**config.mk**
```make
export PLATFORM = sky130hd
export DESIGN_NAME = tiny_byte_cpu_step
export DESIGN_NICKNAME = d
export VERILOG_FILES = /design/src/hdl/tbc_pkg.sv /design/src/hdl/tiny_byte_cpu_step.sv /design/src/hdl/tbc_alu.sv /design/src/hdl/tbc_mem.sv
export SDC_FILE = /design/constraint.sdc
export NUM_CORES = 2
export LEC_CHECK = 0
export BUFFER_PORTS_ARGS = -buffer_cell sky130_fd_sc_hd__buf_2
export CELL_PAD_IN_SITES_DETAIL_PLACEMENT = 0
export CELL_PAD_IN_SITES_GLOBAL_PLACEMENT = 1
export CORE_ASPECT_RATIO = 1.5
export CORE_MARGIN = 4
export CORE_UTILIZATION = 54
export DETAILED_ROUTE_END_ITERATION = 12
export PLACE_DENSITY_LB_ADDON = 0.12
export SYNTH_ARGS = -nofsm -noshare
export SYNTH_HDL_FRONTEND = slang
export SYNTH_SLANG_ARGS = --single-unit
```
**constraint.sdc**
```tcl
create_clock -name clk -period 28.1 [get_ports clk]
set_input_delay 1.405 -clock clk [delete_from_list [all_inputs] [get_ports clk]]
set_output_delay 1.405 -clock clk [all_outputs]
set_load 0.05 [all_outputs]
```
**src/hdl/tbc_pkg.sv**
```systemverilog
// Package for the tiny byte CPU: sizes, request and opcode codes, and the
// structs passed between the sequencer, the shared ALU and the byte memory.
// No dependencies.
package tbc_pkg;

	// Both depths must be powers of two: indices are taken from the low bits.
	localparam int NUM_REGS  = 8;
	localparam int MEM_DEPTH = 256;
	localparam int REG_IW    = $clog2(NUM_REGS);
	localparam int MEM_AW    = $clog2(MEM_DEPTH);

	localparam logic [7:0] ADD_LIMIT_RESET = 8'd128;

	// Request codes on op.
	localparam logic [1:0] REQ_TICK  = 2'd0;
	localparam logic [1:0] REQ_START = 2'd1;
	localparam logic [1:0] REQ_WRITE = 2'd2;
	localparam logic [1:0] REQ_READ  = 2'd3;

	// Instruction opcode bytes.
	localparam logic [7:0] OPC_LOADL    = 8'd0;
	localparam logic [7:0] OPC_LOADA    = 8'd1;
	localparam logic [7:0] OPC_ADD      = 8'd2;
	localparam logic [7:0] OPC_SUBTRACT = 8'd3;
	localparam logic [7:0] OPC_STORE    = 8'd4;
	localparam logic [7:0] OPC_JUMP     = 8'd5;
	localparam logic [7:0] OPC_STOP     = 8'd6;

	typedef logic [1:0] alu_op_t;
	localparam alu_op_t ALU_ADD = 2'd0;  // wrapping add, used for the PC
	localparam alu_op_t ALU_SAT = 2'd1;  // add saturating at the limit
	localparam alu_op_t ALU_SUB = 2'd2;  // subtract clamping at zero

	typedef struct packed {
		alu_op_t    op;
		logic [7:0] x;
		logic [7:0] y;
	} alu_req_t;

	typedef struct packed {
		logic [7:0] value;
		logic       flag;
	} alu_rsp_t;

	typedef struct packed {
		logic              we;
		logic              re;
		logic [MEM_AW-1:0] addr;
		logic [7:0]        wdata;
	} mem_req_t;

endpackage

```
**src/hdl/tiny_byte_cpu_step.sv**
```systemverilog
// Top level of the tiny byte CPU: request sequencer, register file, state
// flags and result registers. Depends on tbc_pkg, tbc_alu and tbc_mem.
//
//  channel   | handshake            | signals
//  ----------+----------------------+---------------------------------------------
//  request   | start, busy          | op, address, write_data
//  result    | done (one-cycle)     | running, program_counter, overflow_flag,
//            |                      | underflow_flag, bad_opcode, executed_opcode,
//            |                      | read_data
//  config    | add_limit_we         | add_limit_wdata
//
// Handshake: a request is taken when start is high and busy is low; done pulses
// on the edge that completes it. Start, memory write, memory read and a tick
// while stopped complete straight from idle. A running tick takes one state per
// byte read through the single memory port, plus ST_REGB for the second register
// read of ADD and SUBTRACT: JUMP uses ST_OPC and ST_JMP, STOP and an unknown
// opcode ST_OPC only, LOADL and STORE run up to ST_OPB, LOADA on to ST_DATA.
// Reset clears the sequencer, flags, register file and memory valid bits at
// once; there is no clearing pass. The receiver cannot stall, and a new
// request may be taken in the same cycle that done is shown.
module tiny_byte_cpu_step import tbc_pkg::*; (
	input  logic       clk,
	input  logic       arst_n,
	input  logic       start,
	output logic       busy,
	input  logic [1:0] op,
	input  logic [7:0] address,
	input  logic [7:0] write_data,
	input  logic       add_limit_we,
	input  logic [7:0] add_limit_wdata,
	output logic       done,
	output logic       running,
	output logic [7:0] program_counter,
	output logic       overflow_flag,
	output logic       underflow_flag,
	output logic       bad_opcode,
	output logic [7:0] executed_opcode,
	output logic [7:0] read_data
);

	// Sequencer states: idle, the second register read, and one per memory byte that an instruction reads.
	localparam logic [2:0] ST_IDLE = 3'd0;  // wait for a request
	localparam logic [2:0] ST_OPC  = 3'd1;  // opcode byte arrives
	localparam logic [2:0] ST_OPA  = 3'd2;  // first operand arrives
	localparam logic [2:0] ST_OPB  = 3'd3;  // second operand arrives
	localparam logic [2:0] ST_REGB = 3'd4;  // second register read, ALU op
	localparam logic [2:0] ST_DATA = 3'd5;  // LOADA data byte arrives
	localparam logic [2:0] ST_JMP  = 3'd6;  // jump offset arrives

	logic [2:0]        state_q;
	logic [7:0]        pc_q;
	logic              run_q;
	logic              ovf_q;
	logic              unf_q;
	logic              done_q;
	logic              bad_q;
	logic              rd_q;
	logic [7:0]        exec_q;
	logic [7:0]        add_limit_q;
	logic [7:0]        rf_q [NUM_REGS];
	logic [REG_IW-1:0] a_q;
	logic [REG_IW-1:0] b_q;
	logic [7:0]        x_q;

	logic              accept;
	logic [REG_IW-1:0] rf_raddr;
	logic [7:0]        rf_rdata;
	logic [7:0]        mem_rdata;
	mem_req_t          mem_req;
	alu_req_t          alu_req;
	alu_rsp_t          alu_rsp;

	assign busy     = (state_q != ST_IDLE);
	assign accept   = start && !busy;
	assign rf_raddr = (state_q == ST_REGB) ? b_q : a_q;
	assign rf_rdata = rf_q[rf_raddr];

	tbc_mem u_mem (
		.clk   (clk),
		.arst_n(arst_n),
		.req   (mem_req),
		.rdata (mem_rdata)
	);

	tbc_alu u_alu (
		.req      (alu_req),
		.add_limit(add_limit_q),
		.rsp      (alu_rsp)
	);

	// Memory port and ALU steering. By default the ALU advances the PC by one,
	// which is what every operand fetch needs.
	always_comb begin
		mem_req = '0;
		alu_req = '{op: ALU_ADD, x: pc_q, y: 8'd1};
		unique case (state_q)
			ST_IDLE: begin
				if (accept) begin
					case (op)
						REQ_READ: begin
							mem_req.re   = 1'b1;
							mem_req.addr = address[MEM_AW-1:0];
						end
						REQ_WRITE: begin
							mem_req.we    = 1'b1;
							mem_req.addr  = address[MEM_AW-1:0];
							mem_req.wdata = write_data;
						end
						REQ_TICK: begin
							mem_req.re   = run_q;
							mem_req.addr = pc_q[MEM_AW-1:0];
						end
						default: begin
							mem_req = '0;
						end
					endcase
				end
			end
			ST_OPC: begin
				// Fetch the first operand, or the jump offset.
				mem_req.re   = (mem_rdata <= OPC_JUMP);
				mem_req.addr = pc_q[MEM_AW-1:0];
			end
			ST_OPA: begin
				mem_req.re   = 1'b1;
				mem_req.addr = pc_q[MEM_AW-1:0];
			end
			ST_OPB: begin
				if (exec_q == OPC_LOADA) begin
					mem_req.re   = 1'b1;
					mem_req.addr = mem_rdata[MEM_AW-1:0];
				end else if (exec_q == OPC_STORE) begin
					mem_req.we    = 1'b1;
					mem_req.addr  = mem_rdata[MEM_AW-1:0];
					mem_req.wdata = rf_rdata;
				end
			end
			ST_REGB: begin
				alu_req.op = (exec_q == OPC_ADD) ? ALU_SAT : ALU_SUB;
				alu_req.x  = x_q;
				alu_req.y  = rf_rdata;
			end
			ST_JMP: begin
				alu_req.y = mem_rdata;
			end
			default: begin
				mem_req = '0;
			end
		endcase
	end

	// Sequencer, CPU state and result registers.
	always_ff @(posedge clk or negedge arst_n) begin
		if (!arst_n) begin
			state_q     <= ST_IDLE;
			pc_q        <= 8'd0;
			run_q       <= 1'b0;
			ovf_q       <= 1'b0;
			unf_q       <= 1'b0;
			done_q      <= 1'b0;
			bad_q       <= 1'b0;
			rd_q        <= 1'b0;
			exec_q      <= 8'd0;
			add_limit_q <= ADD_LIMIT_RESET;
			for (int i = 0; i < NUM_REGS; i++) begin
				rf_q[i] <= 8'd0;
			end
		end else begin
			done_q <= 1'b0;
			if (add_limit_we) begin
				add_limit_q <= add_limit_wdata;
			end
			unique case (state_q)
				ST_IDLE: begin
					if (accept) begin
						// Drop the previous request's per-request fields.
						bad_q  <= 1'b0;
						exec_q <= 8'd0;
						rd_q   <= (op == REQ_READ);
						if (op == REQ_START) begin
							pc_q  <= address;
							run_q <= 1'b1;
						end
						if (op == REQ_TICK && run_q) begin
							pc_q    <= alu_rsp.value;
							state_q <= ST_OPC;
						end else begin
							done_q <= 1'b1;
						end
					end
				end
				ST_OPC: begin
					exec_q <= mem_rdata;
					unique case (mem_rdata) inside
						OPC_LOADL, OPC_LOADA, OPC_ADD, OPC_SUBTRACT, OPC_STORE: begin
							pc_q    <= alu_rsp.value;
							state_q <= ST_OPA;
						end
						OPC_JUMP: begin
							// PC stays on the offset byte.
							state_q <= ST_JMP;
						end
						OPC_STOP: begin
							run_q   <= 1'b0;
							done_q  <= 1'b1;
							state_q <= ST_IDLE;
						end
						default: begin
							// Unknown opcode: only the opcode byte is consumed.
							bad_q   <= 1'b1;
							done_q  <= 1'b1;
							state_q <= ST_IDLE;
						end
					endcase
				end
				ST_OPA: begin
					pc_q    <= alu_rsp.value;
					state_q <= ST_OPB;
				end
				ST_OPB: begin
					unique case (exec_q) inside
						OPC_LOADL: begin
							rf_q[a_q] <= mem_rdata;
							done_q    <= 1'b1;
							state_q   <= ST_IDLE;
						end
						OPC_LOADA: begin
							state_q <= ST_DATA;
						end
						OPC_ADD, OPC_SUBTRACT: begin
							state_q <= ST_REGB;
						end
						default: begin
							// STORE: the write went out this cycle.
							done_q  <= 1'b1;
							state_q <= ST_IDLE;
						end
					endcase
				end
				ST_REGB: begin
					rf_q[a_q] <= alu_rsp.value;
					if (exec_q == OPC_ADD) begin
						ovf_q <= alu_rsp.flag;
					end else begin
						unf_q <= alu_rsp.flag;
					end
					done_q  <= 1'b1;
					state_q <= ST_IDLE;
				end
				ST_DATA: begin
					rf_q[a_q] <= mem_rdata;
					done_q    <= 1'b1;
					state_q   <= ST_IDLE;
				end
				ST_JMP: begin
					pc_q    <= alu_rsp.value;
					done_q  <= 1'b1;
					state_q <= ST_IDLE;
				end
				default: begin
					state_q <= ST_IDLE;
				end
			endcase
		end
	end

	// Operand registers: no reset needed.
	always_ff @(posedge clk) begin
		if (state_q == ST_OPA) begin
			a_q <= mem_rdata[REG_IW-1:0];
		end
		if (state_q == ST_OPB) begin
			b_q <= mem_rdata[REG_IW-1:0];
			x_q <= rf_rdata;
		end
	end

	assign done            = done_q;
	assign running         = run_q;
	assign program_counter = pc_q;
	assign overflow_flag   = ovf_q;
	assign underflow_flag  = unf_q;
	assign bad_opcode      = bad_q;
	assign executed_opcode = exec_q;
	assign read_data       = rd_q ? mem_rdata : 8'd0;

	// A result is only shown once the sequencer is back at rest.
	a_done_idle: assert property (@(posedge clk) disable iff (!arst_n)
		done |-> !busy)
		else $error("result shown while sequencer busy");

	// Every request taken either completes at once or keeps the block busy.
	a_accept_progress: assert property (@(posedge clk) disable iff (!arst_n)
		(start && !busy) |=> (busy || done))
		else $error("request taken but neither busy nor done");

	// An unknown opcode flag comes only with an opcode byte above STOP.
	a_bad_code: assert property (@(posedge clk) disable iff (!arst_n)
		(done && bad_opcode) |-> (executed_opcode > OPC_STOP))
		else $error("bad_opcode with a known opcode");

	// Arithmetic flags move only on the edge that completes a request.
	a_flags_move: assert property (@(posedge clk) disable iff (!arst_n)
		(!$stable(overflow_flag) || !$stable(underflow_flag)) |-> done)
		else $error("flag changed outside a completion");

endmodule

```
**src/hdl/tbc_alu.sv**
```systemverilog
// Shared arithmetic unit of the tiny byte CPU: PC add, saturating add and
// clamped subtract. Depends on tbc_pkg.
module tbc_alu import tbc_pkg::*; (
	input  alu_req_t   req,
	input  logic [7:0] add_limit,
	output alu_rsp_t   rsp
);

	logic [8:0] sum;

	assign sum = {1'b0, req.x} + {1'b0, req.y};

	always_comb begin
		rsp = '0;
		unique case (req.op)
			ALU_ADD: begin
				rsp.value = sum[7:0];
			end
			ALU_SAT: begin
				if (sum > {1'b0, add_limit}) begin
					rsp.value = add_limit;
					rsp.flag  = 1'b1;
				end else begin
					rsp.value = sum[7:0];
				end
			end
			ALU_SUB: begin
				if (req.x < req.y) begin
					rsp.flag = 1'b1;
				end else begin
					rsp.value = req.x - req.y;
				end
			end
			default: begin
				rsp = '0;
			end
		endcase
	end

endmodule

```
**src/hdl/tbc_mem.sv**
```systemverilog
// Single-port byte memory of the tiny byte CPU with registered read data and
// one valid bit per entry, so unwritten bytes read as zero after reset.
// Depends on tbc_pkg.
module tbc_mem import tbc_pkg::*; (
	input  logic       clk,
	input  logic       arst_n,
	input  mem_req_t   req,
	output logic [7:0] rdata
);

	logic [7:0]           mem_q [MEM_DEPTH];
	logic [MEM_DEPTH-1:0] valid_q;
	logic [7:0]           raw_q;
	logic                 hit_q;

	always_ff @(posedge clk) begin
		if (req.we) begin
			mem_q[req.addr] <= req.wdata;
		end
		if (req.re) begin
			raw_q <= mem_q[req.addr];
		end
	end

	always_ff @(posedge clk or negedge arst_n) begin
		if (!arst_n) begin
			valid_q <= '0;
			hit_q   <= 1'b0;
		end else begin
			if (req.we) begin
				valid_q[req.addr] <= 1'b1;
			end
			if (req.re) begin
				hit_q <= valid_q[req.addr];
			end
		end
	end

	assign rdata = hit_q ? raw_q : 8'd0;

endmodule
```
==> qor.txt <==
most common cell after layout, fill and taps aside: nand2_1
hold path startpoint: u_mem.valid_q[130]
core area: 182300 µm²
Mapped Cells: 8075
H-tree Lvls: 4
critical path endpoint category: flop
maximum clock insertion buffer count: 4
Top FF cell, synth: edfxtp_1
Worst Path Arrival: 8.49 ns
worst r2r path cells: 29
Final Wtd Congestion: 0.9210
Root Driver: clkbuf_16
drt drc: 0
post-synthesis sequential area ratio: 71.70%
DP Area: 101400 µm²
Seq pwr share: 36.0%
worst hold-check path type: flop to flop
Placed Instances: 10220
first-pass GRT wire length: 434700 µm
leakage: 0.04024 µW
PwrDens: 105.5 nW/µm²
RSZ-0062 raised after global routing: no
clk_skew: 0.04495 ns
area grow syn2layout: 9.953%
TritonCTS clock tree: done
Sw Pwr: 4577 µW
Max FO, Critical Path: 30
CTS buffer count: 227
Final HPWL DP: 177600 µm
Worst Path Required: 28.87 ns
YS warnings: 0
GRT Residual Overflow: 0
Finished Layout Cells: 10640
Die ar.: 190500 µm²
Setup Viol. Count Final: 0
VDD IR max: 106.1 µV
fillers: 14500
Worst-path clk slew: 0.06 ns
end of the worst register-to-register path: rf_q[33]
Worst-Margin Slew: 1.408 ns
Yosys reg bits: 2424
largest net degree at the start of global routing: 199
Final nets: 8083
R2R Setup Slk: 20.38 ns
asr flop ratio synth: 14.60%
vias in the first global route: 62560
fin area: 108900 µm²
Register Area: 71020 µm²
post-route ant nets: 0
Startpoint Class: flop
Vias/cell: 6.166
logic gate share of total power: 36.8%
vias: 65620
worst skew pair latency: 0.89 ns
Synth Cell Area: 99050 µm²
initial antenna violation count: 8
worst reg2reg path startpoint: state_q[1]
Min-Delay Endpoint: u_mem.valid_q[130]
Fin. Hold Viols: 0
Net Sw Frac: 39.82%
Die X: 357.7 µm
num rows: 192
post-cts resize count: 0
Post-Syn Area per Cell: 12.27 µm²
CTS Sinks: 2424
CP peak stage delay: 0.75 ns
Final Cycle Share: 27.48%
Multi-input gate area: 25480 µm²
Wirelength per Cell: 28.22 µm
Post-CTS Setup Inserts: 0
DR pass1 iterations: 6
slowest CP cell: o32ai_1
syn nets: 8135
commonest non-fill, non-tap cells in the layout: nand2_1, edfxtp_1, nand3_1, dfrtp_1, nor2_1
cts hold-fix bufs: 0
I/O pins: 60
kind of critical path: flop to flop
Hold Crit Depth: 1
Rel. slew slack: 5.732%
final wirelength: 300300 µm
Initial Utilization: 54.32%
TNS Setup: 0 ns
cell repeated most along the worst path: o21ai_0
initial drt markers: 7568
Internal: 6918 µW
max-slew violations: 0
EDFF count, synth: 2070
Max Fclk: 0.1295 GHz
max-cap violations: 0
gr usage total: 31.09%
Clock Power Share: 27.2%
Final min period: 7.721 ns
Die Ht: 532.5 µm
post-synth cell types: 82
status: finished, final reports clean
crit path launch: state_q[1]
port bufs: 59
layout cells sized above 1: 10.60%
how the worst max path moves through the flow:
stage | slack (ns) | to | cells past startpoint
global route | 19.78 | rf_q[33] | 30
global placement | 19.65 | u_mem.raw_q[3] | 15
detailed placement | 19.92 | u_mem.raw_q[1] | 17
CTS | 20.45 | rf_q[45] | 29
finish | 20.38 | rf_q[33] | 29
floorplan | 13.40 | u_mem.mem_q[0][6] | 8
routing by layer:
| metal | GRT usage (%) | vias up | wire length [µm] |
|---|---|---|---|
| li1 | - | 28850 | - |
| met1 | 40.95 | 33200 | 115000 |
| met2 | 51.11 | 2948 | 146100 |
| met3 | 4.885 | 619 | 23280 |
| met4 | 14.34 | 6 | 15860 |
| met5 | 0 | - | 36 |
final cells by class:
type / instances / share of cell area, %
tap: 2425 / 2.786
timing repair buffer: 228 / 1.583
antenna: 7 / 0.01608
clock buffer: 301 / 5.704
inverter: 46 / 0.1585
multi-input combinational: 5096 / 23.39
sequential: 2424 / 65.21
clock inverter: 115 / 1.149
power by group through the flow:
stage / Combinational [µW] / Sequential (µW) / Clock, µW
global route: 4510 / 4140 / 3300
finish: 4230 / 4130 / 3130
global placement: 4160 / 4200 / 0
floorplan: 2690 / 4230 / 0
CTS: 4200 / 4130 / 3160
detailed placement: 4190 / 4200 / 0
critical path: cells and delay by family, from the launching register on:
family / cells / cell delay [ns]
flops: 1 / 0.36
fa+ha+maj: 2 / 0.69
simple gates: 9 / 1.35
mux: 3 / 0.70
buf+inv: 4 / 1.05
compound gates: 11 / 3.45
state kept, by name, summed over array words and instances (netlist names):
register	count
b_q	3
u_mem.mem_q	2048
underflow_flag	1
rd_q	1
bad_opcode	1
add_limit_q	8
done	1
overflow_flag	1
program_counter	8
x_q	8
rf_q	64
u_mem.valid_q	256
u_mem.raw_q	8
state_q	3
running	1
u_mem.hit_q	1
a_q	3
executed_opcode	8
stage by stage:
stage	hold WS (ns)	utilization [%]	setup slack, ns	total power [µW]
after floorplan	0.4280	-	13.40	6921
after global placement	0.4431	55.62	19.65	8355
after detailed placement	0.4508	55.63	19.92	8394
after CTS	0.4668	59.72	20.45	11490
after global routing	0.4726	59.72	19.78	11960
final	0.4615	59.73	20.38	11500
cells in the mapped netlist, types with 28 or more instances:
master	instances	area share (%)
a21oi_1	59	0.30
a311oi_1	91	0.80
a31oi_1	131	0.83
and3_1	110	0.69
buf_1	37	0.14
buf_2	238	1.2
buf_4	84	0.64
clkbuf_1	131	0.50
dfrtp_1	353	8.9
edfxtp_1	2070	63
ha_1	28	0.35
inv_1	46	0.17
mux2i_1	67	0.68
mux4_2	37	0.84
nand2_1	2321	8.8
nand3_1	1236	6.2
nand4_1	62	0.39
nor2_1	321	1.2
o21ai_0	102	0.52
or2_1	52	0.33
or2_2	208	1.3
logic make-up after synthesis:
kind of cell             synth area share [%]
AO/OA/AOI/OAI                           3.769
XOR/XNOR                              0.06190
adder cells (fa/ha/maj)                0.3941
buffers and inverters                   2.866
flip-flops                              71.70
multiplexers                            1.552
AND/OR/NAND/NOR                         19.66
Note: power is estimated with default switching activity, not from simulation.
